### config.mk
export PLATFORM = sky130hd
export DESIGN_NAME = battery_source_monitor
export DESIGN_NICKNAME = d
export VERILOG_FILES = /design/src/hw/rtl/bsm_pkg.sv /design/src/hw/rtl/bsm_cfg_regs.sv /design/src/hw/rtl/battery_source_monitor.sv
export SDC_FILE = /design/constraint.sdc
export NUM_CORES = 1
export LEC_CHECK = 0
export BUFFER_PORTS_ARGS = -buffer_cell sky130_fd_sc_hd__buf_2
export CELL_PAD_IN_SITES_DETAIL_PLACEMENT = 1
export CELL_PAD_IN_SITES_GLOBAL_PLACEMENT = 1
export CORE_MARGIN = 3
export CORE_UTILIZATION = 50
export CTS_BUF_LIST = sky130_fd_sc_hd__clkbuf_8
export CTS_CLUSTER_SIZE = 16
export DETAILED_ROUTE_END_ITERATION = 12
export PLACE_DENSITY_LB_ADDON = 0.05
export SLEW_MARGIN = 10
export SYNTH_ARGS = -nofsm -noshare
export SYNTH_HDL_FRONTEND = slang
export SYNTH_SLANG_ARGS = --single-unit
### constraint.sdc
create_clock -name clk -period 30.5 [get_ports clk]
set_input_delay 3.05 -clock clk [delete_from_list [all_inputs] [get_ports clk]]
set_output_delay 3.05 -clock clk [all_outputs]
set_load 0.1 [all_outputs]
### src/hw/rtl/bsm_pkg.sv
// Shared constants and types for the supply channel monitor.
package bsm_pkg;

  localparam int ADDR_W     = 4;
  localparam int DATA_W     = 32;
  localparam int GAIN_Q16   = 328;
  localparam int GAIN_W     = 9;
  localparam int GAIN_SHIFT = 16;

  localparam int UVLO_RESET  = 1552;
  localparam int HYST_RESET  = 78;
  localparam int STEP_RESET  = 388;
  localparam int ILIM_RESET  = 2062;

  typedef enum logic [1:0] {
    REG_UVLO = 2'd0,
    REG_HYST = 2'd1,
    REG_STEP = 2'd2,
    REG_ILIM = 2'd3
  } cfg_reg_t;

  typedef enum logic {
    ACT_SAMPLE = 1'b0,
    ACT_CHECK  = 1'b1
  } action_t;

endpackage

### src/hw/rtl/bsm_cfg_regs.sv
// APB configuration registers for the supply channel monitor.
module bsm_cfg_regs
  import bsm_pkg::*;
#(
  parameter int SAMPLE_BITS = 12
) (
  input  logic                   clk,
  input  logic                   rst_n,
  input  logic                   psel,
  input  logic                   penable,
  input  logic                   pwrite,
  input  logic [ADDR_W-1:0]      paddr,
  input  logic [DATA_W-1:0]      pwdata,
  output logic [DATA_W-1:0]      prdata,
  output logic                   pready,
  output logic [SAMPLE_BITS-1:0] uvlo_code,
  output logic [SAMPLE_BITS-1:0] hyst_code,
  output logic [SAMPLE_BITS-1:0] step_code,
  output logic [SAMPLE_BITS-1:0] current_limit_code
);

  logic [SAMPLE_BITS-1:0] uvlo_r, hyst_r, step_r, ilim_r;
  logic                   wr_en;
  cfg_reg_t               reg_sel;

  assign pready  = 1'b1;
  assign wr_en   = psel && penable && pwrite;
  assign reg_sel = cfg_reg_t'(paddr[3:2]);

  always_ff @(posedge clk) begin
    if (!rst_n) begin
      uvlo_r <= SAMPLE_BITS'(UVLO_RESET);
      hyst_r <= SAMPLE_BITS'(HYST_RESET);
      step_r <= SAMPLE_BITS'(STEP_RESET);
      ilim_r <= SAMPLE_BITS'(ILIM_RESET);
    end else if (wr_en) begin
      case (reg_sel)
        REG_UVLO: uvlo_r <= pwdata[SAMPLE_BITS-1:0];
        REG_HYST: hyst_r <= pwdata[SAMPLE_BITS-1:0];
        REG_STEP: step_r <= pwdata[SAMPLE_BITS-1:0];
        REG_ILIM: ilim_r <= pwdata[SAMPLE_BITS-1:0];
        default: ;
      endcase
    end
  end

  always_comb begin
    case (reg_sel)
      REG_UVLO: prdata = DATA_W'(uvlo_r);
      REG_HYST: prdata = DATA_W'(hyst_r);
      REG_STEP: prdata = DATA_W'(step_r);
      REG_ILIM: prdata = DATA_W'(ilim_r);
      default:  prdata = '0;
    endcase
  end

  assign uvlo_code          = uvlo_r;
  assign hyst_code          = hyst_r;
  assign step_code          = step_r;
  assign current_limit_code = ilim_r;

endmodule

### src/hw/rtl/battery_source_monitor.sv
// Top level of the supply channel monitor: low-pass level and attach/charge status.
// A request is captured in the input register and then its result in the result register.
// Throughput: one request per cycle unless out_ready stalls; the per-channel state
// read, filter update and write-back complete in the single stage between those registers.
// Reset (synchronous, active low) clears all channel state and both stage valids,
// and loads the register defaults.
module battery_source_monitor
  import bsm_pkg::*;
#(
  parameter int CHANNELS    = 4,
  parameter int SAMPLE_BITS = 12,
  parameter int FRAC_BITS   = 16
) (
  input  logic                          clk,
  input  logic                          rst_n,
  input  logic                          in_valid,
  output logic                          in_ready,
  input  logic                          in_action,
  input  logic [1:0]                    in_channel,
  input  logic [SAMPLE_BITS-1:0]        in_sample_code,
  input  logic [SAMPLE_BITS-1:0]        in_current_code,
  output logic                          out_valid,
  input  logic                          out_ready,
  output logic [1:0]                    out_channel,
  output logic                          out_attached,
  output logic                          out_charged,
  output logic [SAMPLE_BITS-1:0]        out_level_code,
  output logic signed [SAMPLE_BITS:0]   out_step_value,
  input  logic                          psel,
  input  logic                          penable,
  input  logic                          pwrite,
  input  logic [ADDR_W-1:0]             paddr,
  input  logic [DATA_W-1:0]             pwdata,
  output logic [DATA_W-1:0]             prdata,
  output logic                          pready
);

  localparam int CH_W  = (CHANNELS > 1) ? $clog2(CHANNELS) : 1;
  localparam int EXT_W = (CH_W > 2) ? CH_W : 2;
  localparam int LPF_W = SAMPLE_BITS + FRAC_BITS;
  localparam int D_W   = LPF_W + 1;
  localparam int P_W   = D_W + GAIN_W + 1;

  logic [SAMPLE_BITS-1:0] uvlo_code, hyst_code, step_code, ilim_code;

  bsm_cfg_regs #(.SAMPLE_BITS(SAMPLE_BITS)) u_cfg (
    .clk                (clk),
    .rst_n              (rst_n),
    .psel               (psel),
    .penable            (penable),
    .pwrite             (pwrite),
    .paddr              (paddr),
    .pwdata             (pwdata),
    .prdata             (prdata),
    .pready             (pready),
    .uvlo_code          (uvlo_code),
    .hyst_code          (hyst_code),
    .step_code          (step_code),
    .current_limit_code (ilim_code)
  );

  // input stage
  logic                   s1_valid_r;
  action_t                s1_action_r;
  logic [1:0]             s1_channel_r;
  logic [SAMPLE_BITS-1:0] s1_sample_r, s1_current_r;
  logic                   s1_adv;

  // channel state
  logic [LPF_W-1:0]       lpf_r      [CHANNELS];
  logic [SAMPLE_BITS-1:0] last_r     [CHANNELS];
  logic [CHANNELS-1:0]    attached_r;
  logic [CHANNELS-1:0]    charged_r;

  // result stage
  logic                   out_valid_r;
  logic [1:0]             out_channel_r;
  logic                   out_attached_r, out_charged_r;
  logic [SAMPLE_BITS-1:0] out_level_r;
  logic [SAMPLE_BITS:0]   out_step_r;

  assign s1_adv   = s1_valid_r && (!out_valid_r || out_ready);
  assign in_ready = !s1_valid_r || s1_adv;

  always_ff @(posedge clk) begin
    if (!rst_n) begin
      s1_valid_r <= 1'b0;
    end else if (in_ready) begin
      s1_valid_r <= in_valid;
    end
  end

  always_ff @(posedge clk) begin
    if (in_valid && in_ready) begin
      s1_action_r  <= action_t'(in_action);
      s1_channel_r <= in_channel;
      s1_sample_r  <= in_sample_code;
      s1_current_r <= in_current_code;
    end
  end

  // state read
  logic [EXT_W-1:0]       ch_ext;
  logic [CH_W-1:0]        idx;
  logic                   ch_ok;
  logic [LPF_W-1:0]       cur_lpf;
  logic [SAMPLE_BITS-1:0] cur_last;
  logic                   cur_att, cur_chg;

  assign ch_ext = EXT_W'(s1_channel_r);
  assign idx    = ch_ext[CH_W-1:0];
  assign ch_ok  = 32'(ch_ext) < CHANNELS;

  always_comb begin
    cur_lpf  = '0;
    cur_last = '0;
    cur_att  = 1'b0;
    cur_chg  = 1'b0;
    if (ch_ok) begin
      cur_lpf  = lpf_r[idx];
      cur_last = last_r[idx];
      cur_att  = attached_r[idx];
      cur_chg  = charged_r[idx];
    end
  end

  // sample path: lpf += floor((target - lpf) * gain / 2^16)
  logic [LPF_W-1:0]        target;
  logic signed [D_W-1:0]   diff;
  logic signed [P_W-1:0]   prod;
  logic signed [P_W-1:0]   prod_sh;
  logic [LPF_W-1:0]        lpf_smp;

  assign target  = LPF_W'(s1_sample_r) << FRAC_BITS;
  assign diff    = $signed({1'b0, target}) - $signed({1'b0, cur_lpf});
  assign prod    = P_W'(diff) * P_W'($signed({1'b0, GAIN_W'(GAIN_Q16)}));
  assign prod_sh = prod >>> GAIN_SHIFT;
  assign lpf_smp = cur_lpf + prod_sh[LPF_W-1:0];

  // check path
  logic [LPF_W-1:0]        raw_fx;
  logic signed [D_W-1:0]   hpf, thr, thr_neg;
  logic                    neg_step, pos_step;
  logic [LPF_W-1:0]        lpf_chk, lo_lim;
  logic [LPF_W:0]          hi_lim;
  logic                    att_chk, chg_chk;

  assign raw_fx   = LPF_W'(cur_last) << FRAC_BITS;
  assign hpf      = $signed({1'b0, raw_fx}) - $signed({1'b0, cur_lpf});
  assign thr      = $signed({1'b0, LPF_W'(step_code) << FRAC_BITS});
  assign thr_neg  = -thr;
  assign neg_step = hpf < thr_neg;
  assign pos_step = hpf > thr;
  assign lo_lim   = LPF_W'(uvlo_code) << FRAC_BITS;
  assign hi_lim   = (LPF_W + 1)'({1'b0, uvlo_code} + {1'b0, hyst_code}) << FRAC_BITS;

  always_comb begin
    lpf_chk = cur_lpf;
    att_chk = cur_att;
    if (neg_step) begin
      if (s1_current_r < ilim_code) begin
        lpf_chk = '0;
        att_chk = 1'b0;
      end
    end else if (pos_step) begin
      lpf_chk = raw_fx;
      att_chk = 1'b1;
    end
    chg_chk = cur_chg;
    if (lpf_chk < lo_lim) begin
      chg_chk = 1'b0;
    end else if ((LPF_W + 1)'(lpf_chk) > hi_lim) begin
      chg_chk = 1'b1;
    end
  end

  // next state and result
  logic [LPF_W-1:0]       lpf_nxt;
  logic [SAMPLE_BITS-1:0] last_nxt;
  logic                   att_nxt, chg_nxt;
  logic [SAMPLE_BITS-1:0] level_nxt;
  logic [SAMPLE_BITS:0]   step_nxt;

  always_comb begin
    case (s1_action_r)
      ACT_SAMPLE: begin
        lpf_nxt  = lpf_smp;
        last_nxt = s1_sample_r;
        att_nxt  = cur_att;
        chg_nxt  = cur_chg;
      end
      default: begin
        lpf_nxt  = lpf_chk;
        last_nxt = cur_last;
        att_nxt  = att_chk;
        chg_nxt  = chg_chk;
      end
    endcase
  end

  assign level_nxt = lpf_nxt[LPF_W-1:FRAC_BITS];
  assign step_nxt  = {1'b0, last_nxt} - {1'b0, level_nxt};

  always_ff @(posedge clk) begin
    if (!rst_n) begin
      for (int i = 0; i < CHANNELS; i++) begin
        lpf_r[i]  <= '0;
        last_r[i] <= '0;
      end
      attached_r <= '0;
      charged_r  <= '0;
    end else if (s1_adv && ch_ok) begin
      lpf_r[idx]      <= lpf_nxt;
      last_r[idx]     <= last_nxt;
      attached_r[idx] <= att_nxt;
      charged_r[idx]  <= chg_nxt;
    end
  end

  always_ff @(posedge clk) begin
    if (!rst_n) begin
      out_valid_r <= 1'b0;
    end else if (s1_adv) begin
      out_valid_r <= 1'b1;
    end else if (out_ready) begin
      out_valid_r <= 1'b0;
    end
  end

  always_ff @(posedge clk) begin
    if (s1_adv) begin
      out_channel_r  <= s1_channel_r;
      out_attached_r <= ch_ok ? att_nxt : 1'b0;
      out_charged_r  <= ch_ok ? chg_nxt : 1'b0;
      out_level_r    <= ch_ok ? level_nxt : '0;
      out_step_r     <= ch_ok ? step_nxt : '0;
    end
  end

  assign out_valid      = out_valid_r;
  assign out_channel    = out_channel_r;
  assign out_attached   = out_attached_r;
  assign out_charged    = out_charged_r;
  assign out_level_code = out_level_r;
  assign out_step_value = $signed(out_step_r);

endmodule

==> summary.txt, run 1 <==
Outcome
  – Status: finished, final reports clean

Clock network
  – Post-CTS Setup Inserts: 0
  – Post-CTS Hold Fix Bufs: 0
  – Clk_lat worst skew: slightly above 0.6 ns
  – H-Tree Depth: 2
  – Clk slew on worst S/H paths: about 0.07 ns
  – Maximum buffer depth of the clock tree: 3
  – CTS buffer count: between 40 and 50
  – Clock sink total: 276
  – CTS root buf: clkbuf_8
  – Cts repair resizes: 0
  – CTS tree: yes

STA
  – Final Hold Fails: 0
  – Min Clock Period, post-route: 12.11 ns
  – Setup TNS: 0 ns
  – RSZ-0062 raised after global routing: false
  – Tcrit/Tclk final: 39.7%
  – Worst-Margin Slew: about 0.96 ns
  – Final setup vio count: 0
  – Relative slew slack: 35.7%
  – Post-layout worst setup margin: about 18 ns
  – Worst Skew: 0.0359 ns
  – Fmax achieved: slightly above 0.08 GHz
  – Hold slack: 0.473 ns
  – Final Max Slew Viols: 0

Critical path
  – Worst setup SP type: flop
  – Worst EP arrival: about 13 ns
  – Critical Path RT: between 30 and 40 ns
  – Cell mode on critical path: ha_1
  – Critical Path Max Stage Delay: 0.87 ns
  – Setup Crit Path Kind: reg2reg
  – Crit-path max FO: 21
  – Critical Path End Type: flop
  – Slowest stage cell, crit path: dfxtp_2

Synth
  – Synthesized instance count: between 1500 and 2000
  – Post-synthesis adder-cell area fraction: between 10% and 20%
  – Post-Synth XOR/XNOR Area: under 10%
  – Avg Cell Area, Syn: around 10 um^2
  – Post-Synth Simple-Gate Area: roughly 12%
  – Netlist cell types: between 90 and 100
  – Ys async rst share: 0%
  – Register area share after synthesis: 37.8%
  – Synth Warn #: 0
  – Register bit total from synthesis: around 280
  – Multiplexer share of the synthesized area: 7.90%
  – Compound-Gate Fraction of Synth Area: 13.1%
  – Main combinational cell family by area after synthesis: adder cells
  – Ys flop type: edfxtp_1
  – Mapped cell area: 20300 um^2
  – Number of synthesized flops with an enable pin: approximately 220

Floorplanning
  – Die width: about 210 um
  – DIE HEIGHT: ~210 um
  – Die Area: between 40000 and 50000 um^2
  – Io pins: roughly 130
  – Rows: 73
  – Starting Density: just over 50%
  – Placeable Area: 39900 um^2

Layout
  – P&R area growth vs syn: 8.30%
  – Most frequent cells in the layout: 256 x inv_1, 230 x ha_1, 216 x edfxtp_1
  – Diode count: 0
  – Most common cell after layout, fill and taps aside: inv_1
  – Final core occ: approximately 55%
  – Largest register FFs: around 110
  – Share of layout cells above drive strength 1: 13.8%
  – Final #Nets: approximately 2400
  – Most flop-heavy register: lpf_r

Job
  – Max Cap Violations: 0

Placed design
  – GPL Wtd Cong: a little under 0.9
  – Port bufs: 90
  – Hpwl dp: 44500 um
  – Pre-CTS setup slack: around 18 ns

Worst hold path
  – Hold Path Class: reg2reg

GRT
  – Total Routing Usage GR: a little over a quarter
  – Initial antenna violation count: 6
  – Vias in the first global route: 16300
  – Largest net degree at the start of global routing: 60
  – First-pass GRT wire length: between 90000 and 100000 um
  – Total grt overflow: 0

Route
  – Routed Antenna Nets: 0
  – Drt initial violations: between 1000 and 1500
  – Vias/cell: 5.79
  – Routed WL: between 50000 and 60000 um
  – Drt pass-1 iters: 5
  – DRC Markers: 0
  – DR vias: 15100
  – Routed len/inst: 22.2 um
[Yosys cell counts, types with 14 or more instances]
| cell type | count | area (um^2) |
|---|---|---|
| inv_1 | 242 | 908 |
| mux4_2 | 54 | 1220 |
| a21boi_0 | 32 | 240 |
| nor2_1 | 209 | 785 |
| nor3_1 | 26 | 130 |
| nand4_1 | 17 | 106 |
| ha_1 | 230 | 2880 |
| and2_1 | 14 | 87.6 |
| o21a_1 | 30 | 225 |
| a21o_1 | 40 | 300 |
| buf_4 | 25 | 188 |
| xor2_1 | 42 | 368 |
| nand2_1 | 132 | 495 |
| xnor2_1 | 68 | 596 |
| a21oi_1 | 69 | 345 |
| nand3_1 | 31 | 155 |
| o211ai_1 | 30 | 225 |
| mux2i_1 | 21 | 210 |
| o21ai_0 | 41 | 205 |
| clkbuf_1 | 46 | 173 |
| fa_1 | 31 | 621 |
| dfxtp_1 | 60 | 1200 |
| edfxtp_1 | 216 | 6490 |
| nor2b_1 | 30 | 188 |
[final timing paths]
check	slack (ns)	from	cells past startpoint	end
max	18.39	flop	43	out_step_value[12]
min	0.47	charged_r[2]	2	charged_r[2]
max reg2reg	18.39	flop	43	out_step_value[12]
min reg2reg	0.47	charged_r[2]	2	charged_r[2]
[stage by stage]
stage | area [um^2] | instances
finish | 22000 | 2605
global route | 22000 | 2605
CTS | 22000 | 2605
detailed placement | 21200 | 2522
global placement | 21200 | 2522
floorplan | 20400 | 1981
[per-layer routing]
layer / share of wire, % / wire, um / GRT usage, % / vias up
li1: - / - / - / 7071
met1: 47 / 27300 / 39.7 / 7560
met2: 45 / 25800 / 42.1 / 384
met3: 6.2 / 3590 / 3.72 / 74
met4: 1.8 / 1060 / 6.42 / 2
met5: 0.019 / 11 / 0 / -
[area by class of cell]
class | count | area, um^2
clock buffers | 51 | 702
clock inverters | 32 | 150
fillers | 4392 | 17900
inverters | 250 | 938
multi-input cells | 1365 | 11300
flip-flops and latches | 276 | 7690
well taps | 525 | 657
repair buffers | 106 | 571
[worst max-delay path: cells and delay by family, from the launching register on]
kind	cells	cell delay (ns)
buf+inv	5	0.79
mux	1	0.70
flops	1	0.87
simple gates	6	1.42
xor+xnor	3	0.63
compound gates	21	5.30
fa+ha+maj	7	2.20
[cell families after synthesis]
| family | Yosys count |
|---|---|
| simple gates | 525 |
| compound gates | 360 |
| buf+inv | 340 |
| flops | 276 |
| fa+ha+maj | 261 |
| xor+xnor | 111 |
| mux | 87 |
| other cells | 2 |
Power of run 1 is not shown: default switching activity piles up to over one toggle a cycle in this logic, so the estimate is an artifact.
==> run 2: changes to the inputs <==
--- a/config.mk
+++ b/config.mk
@@ -9,7 +9,7 @@
 export CELL_PAD_IN_SITES_DETAIL_PLACEMENT = 1
 export CELL_PAD_IN_SITES_GLOBAL_PLACEMENT = 1
 export CORE_MARGIN = 3
-export CORE_UTILIZATION = 50
+export CORE_UTILIZATION = 46
 export CTS_BUF_LIST = sky130_fd_sc_hd__clkbuf_8
 export CTS_CLUSTER_SIZE = 16
 export DETAILED_ROUTE_END_ITERATION = 12
==> constraint.sdc (replaced) <==
create_clock -name clk -period 10.59 [get_ports clk]
set_input_delay 1.059 -clock clk [delete_from_list [all_inputs] [get_ports clk]]
set_output_delay 1.059 -clock clk [all_outputs]
set_load 0.1 [all_outputs]
==> summary.txt, run 2 (synthesized netlist as in run 1, its figures left out) <==
Critical path
  – Critical Path RT: ~11 ns
  – Crit-path max FO: 5
  – Critical Path End Type: flop
  – Cell mode on critical path: ha_1
  – Setup Crit Path Kind: reg2reg
  – Critical Path Max Stage Delay: approximately 0.57 ns
  – Worst EP arrival: about 10 ns
  – Worst setup SP type: flop
  – Slowest stage cell, crit path: mux4_2

Floorplanning
  – Placeable Area: approximately 43000 um^2
  – Starting Density: between 40% and 50%
  – Rows: 76
  – Io pins: 134
  – DIE HEIGHT: 216 um
  – Die Area: approximately 47000 um^2
  – Die width: approximately 220 um

STA
  – Post-layout worst setup margin: about 0.6 ns
  – Worst Skew: about 0.039 ns
  – Final Max Slew Viols: 0
  – Worst-Margin Slew: 0.939 ns
  – Final setup vio count: 0
  – Relative slew slack: 37.4%
  – Tcrit/Tclk final: a little over nine tenths
  – Final Hold Fails: 0
  – Fmax achieved: ~0.1 GHz
  – Min Clock Period, post-route: around 10 ns

Clock network
  – Maximum buffer depth of the clock tree: 3
  – Clk slew on worst S/H paths: around 0.060 ns
  – H-Tree Depth: 2
  – Post-CTS Hold Fix Bufs: 0
  – Clk_lat worst skew: ~0.62 ns
  – CTS buffer count: 46
  – Clock sink total: between 200 and 300
  – CTS tree: yes
  – CTS root buf: clkbuf_8

Layout
  – Most common cell after layout, fill and taps aside: inv_1
  – Largest register FFs: 112
  – P&R area growth vs syn: 10.7%
  – Number of fill cells: around 5000
  – Most flop-heavy register: lpf_r
  – Diode count: 0
  – Most frequent cells in the layout: 264 x inv_1, 230 x ha_1, 216 x edfxtp_1
  – Share of layout cells above drive strength 1: roughly 16%
  – Final #Nets: approximately 2400
  – Final core occ: between 50% and 60%

Route
  – Wire length on met3: 3090 um
  – Drt pass-1 iters: 5
  – Vias/cell: roughly 5.6
  – Routed WL: just under 60000 um
  – Top Layer Used: met4
  – Drt initial violations: 952
  – Routed Antenna Nets: 0
  – DR vias: between 10000 and 15000
  – M1 WL: just under 30000 um
  – DRC Markers: 0
  – Routed len/inst: 21.7 um
  – Met2 routed WL: 25800 um

Placed design
  – GPL Wtd Cong: 0.864
  – Port bufs: 90
  – Pre-CTS setup slack: roughly 0.11 ns
  – Hpwl dp: 45900 um

GRT
  – Total grt overflow: 0
  – Vias in the first global route: 15900
  – Initial antenna violation count: 2
  – Largest net degree at the start of global routing: 60
  – Total Routing Usage GR: approximately 25%
  – First-pass GRT wire length: 91100 um

Job
  – Max Cap Violations: 0

Worst hold path
  – Hold Path Class: reg2reg

Outcome
  – Status: finished, final reports clean
[run 2: cell count changes in the layout (fill, tap and decap cells not counted), moves of 3 or more]
| cell | delta |
|---|---|
| a21oi_1 | -4 |
| clkinv_1 | -6 |
| inv_1 | +8 |
| a21oi_2 | +4 |
| o21ai_0 | -4 |
| buf_4 | +31 |
| a21boi_0 | -3 |
| a21boi_1 | +3 |
| o21ai_1 | +4 |
[run 2: per-layer routing]
layer,vias up,GRT usage (%)
met2,316,39.4
li1,7142,-
met5,-,0
met3,46,3.65
met4,0,3.85
met1,7495,37.9
[run 2: final cells by class]
class	instances	area, um^2	area share, %
multi-input cells	1365	11400	50.8
flip-flops and latches	276	7690	34.2
inverters	250	938	4.17
repair buffers	140	845	3.75
well taps	585	732	3.25
clock buffers	52	716	3.18
clock inverters	34	155	0.690
[run 2: path summary, 6_finish.rpt]
path	startpoint	end	slack, ns	cells after the start
worst max register to register	flop	out_step_value[12]	0.61	45
worst min-delay path	charged_r[2]	charged_r[2]	0.47	2
worst min register to register	charged_r[2]	charged_r[2]	0.47	2
worst max-delay path	flop	out_step_value[12]	0.61	45
[run 2: repair_timing]
item                                    in CTS  in global routing
setup buffers                                0                  5
endpoints found under the setup margin       0                  5
resized for setup                            0                 32
[run 2: per-stage QoR]
step / instances / hold WS [ns] / setup TNS [ns] / instance area [um^2]
after floorplan: 1981 / 0.424 / 0 / 20400
after global placement: 2611 / 0.438 / 0 / 21500
after detailed placement: 2611 / 0.460 / 0 / 21500
after CTS: 2697 / 0.468 / 0 / 22300
after global routing: 2702 / 0.497 / -0.0150 / 22500
final: 2702 / 0.467 / 0 / 22500
[run 2: worst max-delay path, delay by kind of cell, from the launching register on]
kind / cells / cell delay [ns]
xor gates and xnor gates: 3 / 0.53
DFF: 1 / 0.39
buffers and inverters: 6 / 0.50
muxes: 2 / 0.81
and+or+nand+nor: 6 / 1.31
AOI/OAI and AO/OA: 20 / 3.62
adders and majority gates: 8 / 2.55
Power of run 2 is left out for the same reason.
